### config.mk
export PLATFORM = sky130hd
export DESIGN_NAME = notch_cosine_coefficient_encoder
export DESIGN_NICKNAME = d
export VERILOG_FILES = /design/src/ncce_pkg.sv /design/src/notch_cosine_coefficient_encoder.sv
export SDC_FILE = /design/constraint.sdc
export NUM_CORES = 2
export LEC_CHECK = 0
export BUFFER_PORTS_ARGS = -buffer_cell sky130_fd_sc_hd__buf_4
export CAP_MARGIN = 20
export CORE_UTILIZATION = 60
export CTS_CLUSTER_SIZE = 28
export DETAILED_ROUTE_END_ITERATION = 8
export GPL_TIMING_DRIVEN = 0
export PLACE_DENSITY = 0.87
export SYNTH_ARGS = -nofsm -noshare
export SYNTH_HDL_FRONTEND = slang
export SYNTH_SLANG_ARGS = --single-unit
### constraint.sdc
create_clock -name aclk -period 16.1 [get_ports aclk]
set_input_delay 1.61 -clock aclk [delete_from_list [all_inputs] [get_ports aclk]]
set_output_delay 1.61 -clock aclk [all_outputs]
set_load 0.02 [all_outputs]
### src/ncce_pkg.sv
// Shared constants and types for the notch cosine coefficient encoder.
`timescale 1ns / 1ps

package ncce_pkg;

    // Frequency limits in 1/16 Hz: half turn is 16 kHz, quarter turn is 8 kHz
    localparam int unsigned HALF_TURN_Q4    = 256000;
    localparam int unsigned QUARTER_TURN_Q4 = 128000;
    localparam int unsigned ROUND_Q4        = 256000;   // half of the full turn 512000

    // round(2*pi*2^32) = 512000 * PHASE_MUL_HI + PHASE_MUL_LO
    localparam int unsigned PHASE_MUL_HI = 52707;
    localparam int unsigned PHASE_MUL_LO = 91409;

    // floor(s / 125) = (s * DIV125_MUL) >> DIV125_SHIFT for s below 2^22
    localparam int unsigned DIV125_MUL   = 4294968;
    localparam int unsigned DIV125_SHIFT = 29;

    // CORDIC gain 0.6072529350088813 in Q32
    localparam longint GAIN_Q32 = 64'sd2608131496;

    // Coefficient limits
    localparam int unsigned DIRECT_LIMIT = 224;
    localparam int unsigned EDGE_LIMIT   = 255;

    // Side information that travels beside the datapath
    typedef struct packed {
        logic       dis;
        logic       neg;
        logic [2:0] bw;
    } side_t;

    // Arctangent of 2^-i in Q32 radians
    function automatic logic [31:0] atan_q32(input int i);
        logic [31:0] r;
        r = 32'd0;
        case (i)
            0:  r = 32'd3373259426;
            1:  r = 32'd1991351318;
            2:  r = 32'd1052175346;
            3:  r = 32'd534100635;
            4:  r = 32'd268086748;
            5:  r = 32'd134174063;
            6:  r = 32'd67103403;
            7:  r = 32'd33553749;
            8:  r = 32'd16777131;
            9:  r = 32'd8388597;
            10: r = 32'd4194303;
            default: r = 32'd1 << (32 - i);
        endcase
        return r;
    endfunction

endpackage

### src/notch_cosine_coefficient_encoder.sv
// Top level: pipelined CORDIC cosine and notch coefficient encoding.
// Throughput: one word per cycle while the output is not stalled; one CORDIC iteration per pipeline stage.
// The whole pipeline advances while the output register is empty or being taken.
// Reset (aresetn low, synchronous) clears every stage valid bit and the output valid.
`timescale 1ns / 1ps

module notch_cosine_coefficient_encoder #(
    parameter int COS_FRAC_BITS = 16
) (
    input  logic        aclk,
    input  logic        aresetn,
    input  logic        s_tvalid,
    output logic        s_tready,
    input  logic [23:0] s_tdata,   // center_freq_q4[18:0], bandwidth_code[21:19], zero pad
    input  logic [0:0]  s_tuser,   // notch_enable[0]
    output logic        m_tvalid,
    input  logic        m_tready,
    output logic [15:0] m_tdata,   // coef_value[8:0], bandwidth_field[11:9], zero pad
    output logic [1:0]  m_tuser    // notch_disabled[0], coef_select[1]
);

    localparam int G    = COS_FRAC_BITS + 2;     // CORDIC fraction bits and iterations
    localparam int XW   = G + 3;                 // x and y width, signed
    localparam int ZW   = 35;                    // residual angle width, signed Q32
    localparam int MW   = COS_FRAC_BITS + 1;     // cosine magnitude 0 .. 1.0
    localparam int RW0  = MW + 9;
    localparam int RW1  = MW + 12;
    localparam longint X_INIT =
        (ncce_pkg::GAIN_Q32 + (64'sd1 <<< (31 - G))) >>> (32 - G);
    localparam logic [MW-1:0] ONE_C  = MW'(1) << COS_FRAC_BITS;
    localparam logic [RW1-1:0] HALF1 = RW1'(1) << (COS_FRAC_BITS - 1);
    localparam logic [RW0-1:0] HALF0 = RW0'(1) << (COS_FRAC_BITS - 1);

    logic adv;

    // Advance all stages when the output slot frees up
    assign adv      = !m_tvalid || m_tready;
    assign s_tready = adv;

    // Stage 0: fold the frequency into the first quadrant
    logic [16:0]     p0_reg;
    ncce_pkg::side_t sd0_reg;
    logic            v0_reg;
    logic [18:0]     f_in;
    logic [17:0]     pc;
    logic [16:0]     p0_next;
    ncce_pkg::side_t sd0_next;

    assign f_in = s_tdata[18:0];

    always_comb begin
        pc = (f_in > 19'(ncce_pkg::HALF_TURN_Q4)) ? 18'(ncce_pkg::HALF_TURN_Q4) : f_in[17:0];
        sd0_next.dis = !s_tuser[0] || (f_in == 19'd0);
        sd0_next.bw  = s_tdata[21:19];
        if (pc > 18'(ncce_pkg::QUARTER_TURN_Q4)) begin
            p0_next      = 17'(18'(ncce_pkg::HALF_TURN_Q4) - pc);
            sd0_next.neg = 1'b1;
        end else begin
            p0_next      = pc[16:0];
            sd0_next.neg = 1'b0;
        end
    end

    always_ff @(posedge aclk) begin
        if (!aresetn) begin
            v0_reg <= 1'b0;
        end else if (adv) begin
            v0_reg <= s_tvalid;
        end
        if (adv) begin
            p0_reg  <= p0_next;
            sd0_reg <= sd0_next;
        end
    end

    // Stage 1: split the phase product into whole and remainder parts
    logic [32:0]     pa1_reg;
    logic [33:0]     rb1_reg;
    ncce_pkg::side_t sd1_reg;
    logic            v1_reg;

    always_ff @(posedge aclk) begin
        if (!aresetn) begin
            v1_reg <= 1'b0;
        end else if (adv) begin
            v1_reg <= v0_reg;
        end
        if (adv) begin
            pa1_reg <= 33'({16'd0, p0_reg} * 33'(ncce_pkg::PHASE_MUL_HI));
            rb1_reg <= 34'({17'd0, p0_reg} * 34'(ncce_pkg::PHASE_MUL_LO))
                       + 34'(ncce_pkg::ROUND_Q4);
            sd1_reg <= sd0_reg;
        end
    end

    // Stage 2: divide the remainder by 512000 as a shift and a reciprocal multiply
    logic [32:0]     pa2_reg;
    logic [14:0]     q2_reg;
    ncce_pkg::side_t sd2_reg;
    logic            v2_reg;
    logic [21:0]     rs;
    logic [44:0]     qprod;

    assign rs    = rb1_reg[33:12];
    assign qprod = {23'd0, rs} * 45'(ncce_pkg::DIV125_MUL);

    always_ff @(posedge aclk) begin
        if (!aresetn) begin
            v2_reg <= 1'b0;
        end else if (adv) begin
            v2_reg <= v1_reg;
        end
        if (adv) begin
            pa2_reg <= pa1_reg;
            q2_reg  <= qprod[ncce_pkg::DIV125_SHIFT +: 15];
            sd2_reg <= sd1_reg;
        end
    end

    // Stage 3 and CORDIC: angle load, then one rotation per stage
    logic signed [XW-1:0] x_reg [0:G];
    logic signed [XW-1:0] y_reg [0:G];
    logic signed [ZW-1:0] z_reg [0:G];
    ncce_pkg::side_t      sdc_reg [0:G];
    logic                 vc_reg [0:G];

    always_ff @(posedge aclk) begin
        if (!aresetn) begin
            vc_reg[0] <= 1'b0;
        end else if (adv) begin
            vc_reg[0] <= v2_reg;
        end
        if (adv) begin
            x_reg[0]   <= XW'(X_INIT);
            y_reg[0]   <= '0;
            z_reg[0]   <= $signed(ZW'(pa2_reg) + ZW'(q2_reg));
            sdc_reg[0] <= sd2_reg;
        end
    end

    for (genvar i = 0; i < G; i++) begin : g_cordic
        localparam logic signed [ZW-1:0] ATAN_I = $signed(ZW'(ncce_pkg::atan_q32(i)));
        logic signed [XW-1:0] dx;
        logic signed [XW-1:0] dy;

        assign dx = y_reg[i] >>> i;
        assign dy = x_reg[i] >>> i;

        // Rotate toward zero residual angle
        always_ff @(posedge aclk) begin
            if (!aresetn) begin
                vc_reg[i+1] <= 1'b0;
            end else if (adv) begin
                vc_reg[i+1] <= vc_reg[i];
            end
            if (adv) begin
                sdc_reg[i+1] <= sdc_reg[i];
                if (!z_reg[i][ZW-1]) begin
                    x_reg[i+1] <= x_reg[i] - dx;
                    y_reg[i+1] <= y_reg[i] + dy;
                    z_reg[i+1] <= z_reg[i] - ATAN_I;
                end else begin
                    x_reg[i+1] <= x_reg[i] + dx;
                    y_reg[i+1] <= y_reg[i] - dy;
                    z_reg[i+1] <= z_reg[i] + ATAN_I;
                end
            end
        end
    end

    // Post stage: round the cosine to COS_FRAC_BITS and clamp to 0 .. 1.0
    logic [MW-1:0]        mag_reg;
    ncce_pkg::side_t      sdm_reg;
    logic                 vm_reg;
    logic signed [XW-1:0] xr;
    logic [MW-1:0]        mag_next;

    always_comb begin
        xr = (x_reg[G] + XW'(2)) >>> 2;
        if (xr[XW-1]) begin
            mag_next = '0;
        end else if (xr > $signed(XW'(ONE_C))) begin
            mag_next = ONE_C;
        end else begin
            mag_next = xr[MW-1:0];
        end
    end

    always_ff @(posedge aclk) begin
        if (!aresetn) begin
            vm_reg <= 1'b0;
        end else if (adv) begin
            vm_reg <= vc_reg[G];
        end
        if (adv) begin
            mag_reg <= mag_next;
            sdm_reg <= sdc_reg[G];
        end
    end

    // Output stage: pick the coefficient form, round, clamp and sign
    logic           sel;
    logic [RW0-1:0] r0;
    logic [RW1-1:0] r1;
    logic [MW-1:0]  dmag;
    logic [8:0]     v0m;
    logic [8:0]     v1m;
    logic [8:0]     vmag;
    logic [8:0]     coef;
    logic           m_valid_reg;
    logic [15:0]    m_data_reg;
    logic [1:0]     m_user_reg;

    always_comb begin
        sel  = ({3'd0, mag_reg, 3'd0} > (MW + 6)'(7) << COS_FRAC_BITS);
        r0   = (RW0'({mag_reg, 8'd0}) + HALF0) >> COS_FRAC_BITS;
        v0m  = (r0 > RW0'(ncce_pkg::DIRECT_LIMIT)) ? 9'(ncce_pkg::DIRECT_LIMIT) : r0[8:0];
        dmag = ONE_C - mag_reg;
        r1   = (RW1'({dmag, 11'd0}) + HALF1) >> COS_FRAC_BITS;
        if (r1 == '0) begin
            v1m = 9'd1;
        end else if (r1 > RW1'(ncce_pkg::EDGE_LIMIT)) begin
            v1m = 9'(ncce_pkg::EDGE_LIMIT);
        end else begin
            v1m = r1[8:0];
        end
        vmag = sel ? v1m : v0m;
        coef = sdm_reg.neg ? 9'(-vmag) : vmag;
    end

    always_ff @(posedge aclk) begin
        if (!aresetn) begin
            m_valid_reg <= 1'b0;
        end else if (adv) begin
            m_valid_reg <= vm_reg;
        end
        if (adv) begin
            if (sdm_reg.dis) begin
                m_data_reg <= '0;
                m_user_reg <= 2'b01;
            end else begin
                m_data_reg <= {4'd0, sdm_reg.bw, coef};
                m_user_reg <= {sel, 1'b0};
            end
        end
    end

    assign m_tvalid = m_valid_reg;
    assign m_tdata  = m_data_reg;
    assign m_tuser  = m_user_reg;

    // A disabled notch carries no coefficient, select or bandwidth
    a_dis_zero: assert property (@(posedge aclk) disable iff (!aresetn)
        m_tvalid && m_tuser[0] |-> m_tdata == 16'd0 && !m_tuser[1])
        else $error("disabled word carries nonzero fields");

    // The near-edge form never yields a zero coefficient
    a_edge_nonzero: assert property (@(posedge aclk) disable iff (!aresetn)
        m_tvalid && m_tuser[1] |-> m_tdata[8:0] != 9'd0)
        else $error("near-edge coefficient is zero");

    // The direct form stays within the direct clamp
    a_direct_range: assert property (@(posedge aclk) disable iff (!aresetn)
        m_tvalid && !m_tuser[1] |->
            $signed(m_tdata[8:0]) <= 224 && $signed(m_tdata[8:0]) >= -224)
        else $error("direct coefficient out of range");

    // A word leaving the CORDIC reaches the rounding stage on the next advance
    a_cordic_handoff: assert property (@(posedge aclk) disable iff (!aresetn)
        vc_reg[G] && adv |=> vm_reg)
        else $error("word lost between CORDIC and rounding stage");

endmodule

# After elaboration in Yosys (flattened, before gate mapping)
# Memory sizes are Yosys's and may differ from the RTL's. A register that Yosys moved wholly into a read port is not among the register bits.
# Index checks and enable logic that the tools add are counted.
# W data, S select, Z words.
# classes
bitwise	73
n_reduce_logical	8
multipliers	3
order_cmp	6
mux	196
addsub	115
# ops
cell	count
$mux W21	36
$mux W35	18
$mux W1	134
$or A1 B1 Y1	73
$add A35 B23 Y35 const B	2
$sub A35 B23 Y35 const B	2
$mux W9	5
$add A21 B10 Y21	2
$add A21 B11 Y21	2
$add A21 B12 Y21	2
$add A21 B13 Y21	2
$add A21 B14 Y21	2
$add A21 B15 Y21	2
$add A21 B16 Y21	2
$add A21 B17 Y21	2
$add A21 B18 Y21	2
$add A21 B19 Y21	2
$add A21 B20 Y21	2
$add A21 B4 Y21	2
$add A21 B5 Y21	2
$add A21 B6 Y21	2
$add A21 B7 Y21	2
$add A21 B8 Y21	2
$add A21 B9 Y21	2
other kinds (73)	97
# word_totals
regBits	186
memories	5
word_cells	430
in_bits	29
ramBits	1577
# mem_list
memory	depth	word_bits	rd	rd_clocked_by_memory_dff	write_ports	line	rtl
z_reg	19	35	18	0	19	notch_cosine_coefficient_encoder.sv:123	logic signed [ZW-1:0] z_reg [0:G];
x_reg	19	21	19	0	19	notch_cosine_coefficient_encoder.sv:121	logic signed [XW-1:0] x_reg [0:G];
y_reg	19	21	18	0	19	notch_cosine_coefficient_encoder.sv:122	logic signed [XW-1:0] y_reg [0:G];
sdc_reg	19	5	19	1	19	notch_cosine_coefficient_encoder.sv:124	ncce_pkg::side_t sdc_reg [0:G];
vc_reg	19	1	19	1	19	notch_cosine_coefficient_encoder.sv:125	logic vc_reg [0:G];

# Longest topological paths before layout
# depth
word_depth	8
ltp_mapped	23
depth_no_buf	23

# Least setup slack after synthesis
# OpenSTA, ideal clock, no wires.
# synth_timing
path_type	input to output
from	in m_tready
to	out s_tready
cell_stages	4
required_time_ns	14.490
n_path_buf	2
slack_ns	5.855
t_arrival_ns	8.635
cell_sequence	nor2b_1 clkbuf_1 buf_1 inv_1
# synth_via
elab_chain_len	1
# synth_rtl
element	line	rtl
from (decl)	notch_cosine_coefficient_encoder.sv:17	input logic m_tready,
$logic_or A1 B1 Y1	notch_cosine_coefficient_encoder.sv:37	assign adv = !m_tvalid || m_tready;
to (decl)	notch_cosine_coefficient_encoder.sv:13	output logic s_tready,
# No other way between the ends.

==> impl_metrics.py <==
metrics = {
    "final_layout": {
        "regArea_mm2": 0.0427,
        "multiInputGateArea_mm2": 0.0657,
        "n_fill_cell": 13600,
        "largest_reg_flops": 499,
        "drive_above_1_share_pct": 4.25,
        "syn_to_final_growth_pct": 8.41,
        "fin_area_mm2": 0.122,
        "fin_nets": 12900,
    },
    "clocking": {
        "numClockSinks": 1424,
        "clock-root-buffer": "clkbuf_16",
        "clk_path_buf_depth": 3,
        "path_clk_slew_ns": 0.06,
        "cts_hold_buffers": 0,
        "tritoncts": "done",
        "cts_resized": 0,
        "clock_latency_ns": 0.84,
        "htreeDepth": 4,
        "post_cts_buffers": 0,
        "cts_buffers": 159,
    },
    "die": {
        "core-area_mm2": 0.186,
        "num_rows": 158,
        "die_w_um": 435,
        "die_h_um": 435,
        "top_level_ports": 49,
        "initial_core_util_pct": 60.5,
        "die_area_mm2": 0.189,
    },
    "placement": {
        "dpl_cell_area_mm2": 0.116,
        "hpwl_um": 201000,
        "gp_congestion": 0.974,
        "numPortBuffers": 41,
    },
    "timing": {
        "period_needed_ns": 8.60,
        "min_period_over_period_pct": 53.4,
        "slew_headroom_pct": 30.2,
        "drv_slew": 0,
        "max_freq_ghz": 0.116,
        "finalSetupTns_ns": 0,
        "fin_worst_skew_ns": 0.0518,
        "rsz0062_at_grt": "no",
        "worst_pin_slew_ns": 1.02,
        "hold_viol": 0,
        "finalSetupViolations": 0,
    },
    "synthesis": {
        "synth_top_area_share_pct": 37.9,
        "ys_warn_count": 0,
        "synthCells": 10800,
        "synth.most_common_cell": "ha_1",
        "seq_area_frac_synth_pct": 38.0,
        "yosys-top-cells-count": "1507 x ha_1, 1418 x edfxtp_1, 954 x inv_1",
        "synth_edf_count": 1418,
        "synth-async-reset-ratio_pct": 0,
        "ys_top_cells_by_area": "edfxtp_1 38%, ha_1 17%, xnor2_1 6.8%",
        "synth_area_mm2": 0.112,
        "ys.flop_type": "edfxtp_1",
        "synth-seq-cells": 1424,
        "ys_types": 93,
        "yosysTopAreaCell": "edfxtp_1",
        "synth.avg_cell_area_um2": 10.4,
    },
    "setup_path": {
        "cp.buffers_inverters": 7,
        "cp.required_ns": 16.69,
        "r2r-start": "m_tvalid",
        "r2r_cells": 20,
        "crit_slowest_cell": "a2111oi_0",
        "cp_max_fo": 20,
        "r2r_end": "z_reg[2][34]",
        "r2r_slack_ns": 7.94,
        "end_kind": "register",
        "crit_arrival_ns": 9.19,
        "worstSetupPathType": "input pin to register",
        "cpPeakStageDelay_ns": 0.97,
        "cp_top_family": "buffers and inverters",
        "critPathLaunchType": "input pin",
        "path_cells": "buf_4 -> nor2b_1 -> buf_6 -> inv_1 -> clkbuf_1 -> clkbuf_1 -> clkbuf_4 -> nand2_1 -> inv_1 -> ha_1 -> a211oi_1 -> o21ai_0 -> a2111oi_0 -> nor4_1 -> o21a_1 -> a41o_1 -> a21oi_1 -> o21ai_1 -> a31o_2 -> a21oi_1 -> xnor2_1",
    },
    "status": {
        "status": "complete, no violations",
    },
    "route": {
        "first_pass_iters": 8,
        "wire_per_inst_um": 18.8,
        "viasPerCell": 6.05,
        "ant_nets": 0,
        "wl_um": 258000,
        "drt_iter0_drc": 6152,
        "vias": 82900,
        "drc": 0,
    },
    "hold_path": {
        "hp-class": "register to register",
        "whs_endpoint": "sd2_reg[4]",
        "hp-start": "sd1_reg[4]",
        "whs_path_depth": 0,
    },
    "global_route": {
        "grt_usage_pct": 26.8,
        "grt_pass1_vias": 83300,
        "grt_max_degree": 136,
        "grt_pass1_wl_um": 418000,
        "grt-ovfl-total": 0,
        "grt_antenna_before_repair": 5,
    },
    "run": {
        "drv_cap": 0,
    },
}
==> cell usage in the layout (no fill, tap or decap), types with 47 or more instances in the layout <==
| cell type | n |
|---|---|
| nand3_1 | 197 |
| a31o_2 | 52 |
| ha_1 | 1507 |
| nand4_1 | 51 |
| o31ai_1 | 81 |
| inv_1 | 940 |
| fa_1 | 306 |
| clkbuf_16 | 160 |
| xor2_1 | 392 |
| clkbuf_1 | 104 |
| nor2b_1 | 87 |
| a21oi_1 | 842 |
| edfxtp_1 | 1418 |
| xnor2_1 | 877 |
| nand2b_1 | 99 |
| nor2_1 | 803 |
| nand2_1 | 666 |
| a21boi_0 | 66 |
| and3_1 | 128 |
| or3_1 | 76 |
| a21o_1 | 358 |
| o21a_1 | 86 |
| a31oi_1 | 73 |
| a211oi_1 | 85 |
| o21bai_1 | 150 |
| and2_1 | 51 |
| o21ai_0 | 434 |
| nor4_1 | 47 |
| nor3_1 | 298 |
==> how the worst max path moves through the flow <==
| stage | start | slack [ns] | to | depth (start not counted) |
|---|---|---|---|---|
| 6_report | m_tready | 7.50 | z_reg[2][34] | 21 |
| 5_1_grt | m_tready | 7.16 | z_reg[2][34] | 21 |
| 4_1_cts | m_tready | 7.65 | z_reg[2][34] | 21 |
| 3_5_place_dp | m_tready | 6.82 | z_reg[2][34] | 21 |
| 3_3_place_gp | m_tready | 1.25 | s_tready | 6 |
| 2_1_floorplan | m_tready | 5.85 | s_tready | 4 |
==> per-stage QoR <==
step                      utilization (%)  cells  setup WS, ns  hold WS [ns]
final                                65.6  13700          7.50         0.385
after global routing                 65.6  13700          7.16         0.384
after CTS                            65.6  13700          7.65         0.373
after detailed placement             62.6  13400          6.82         0.405
after global placement               62.3  13400          1.25         0.401
after floorplan                         -  10900          5.85         0.400
==> layer usage <==
layer / track usage (%) / share of wire [%] / vias up
li1: - / - / 40000
met1: 31.5 / 40 / 39800
met2: 48.4 / 51 / 2452
met3: 3.23 / 4.6 / 690
met4: 12.6 / 4.8 / 2
met5: 0 / 0.0050 / -
==> cells by family (layout without fill, tap and decap cells) <==
logic type	Yosys count	after routing	share of synthesized area, %
buffers and inverters	1076	1441	3.61
AND/OR/NAND/NOR	2633	2633	11.0
AO/OA/AOI/OAI	2573	2573	14.8
flip-flops	1424	1424	38.0
adder cells (fa/ha/maj)	1814	1814	22.2
multiplexers	57	57	0.533
XOR/XNOR	1269	1269	9.89
other	1	8	0.00334
==> worst register-to-register path: cells and delay by family, from the launching register on <==
kind / cells / cell delay, ns
adder cells (fa/ha/maj): 1 / 0.38
buffers and inverters: 6 / 3.10
AO/OA/AOI/OAI: 9 / 3.08
AND/OR/NAND/NOR: 3 / 0.97
flip-flops: 1 / 0.31
XOR/XNOR: 1 / 0.08
==> layout make-up <==
class	instances	share of cell area (%)
Multi-Input combinational cell	8352	53.9
Sequential cell	1424	35.0
Clock buffer	183	3.36
Inverter	962	2.99
Tap cell	2480	2.55
Clock inverter	110	1.09
Timing Repair Buffer	72	0.711
Buffer	114	0.377
Antenna cell	2	0.00411
Power is left out: the tool's default activity adds up to more than one toggle a clock period on the data nets, which glitch-free logic cannot reach.
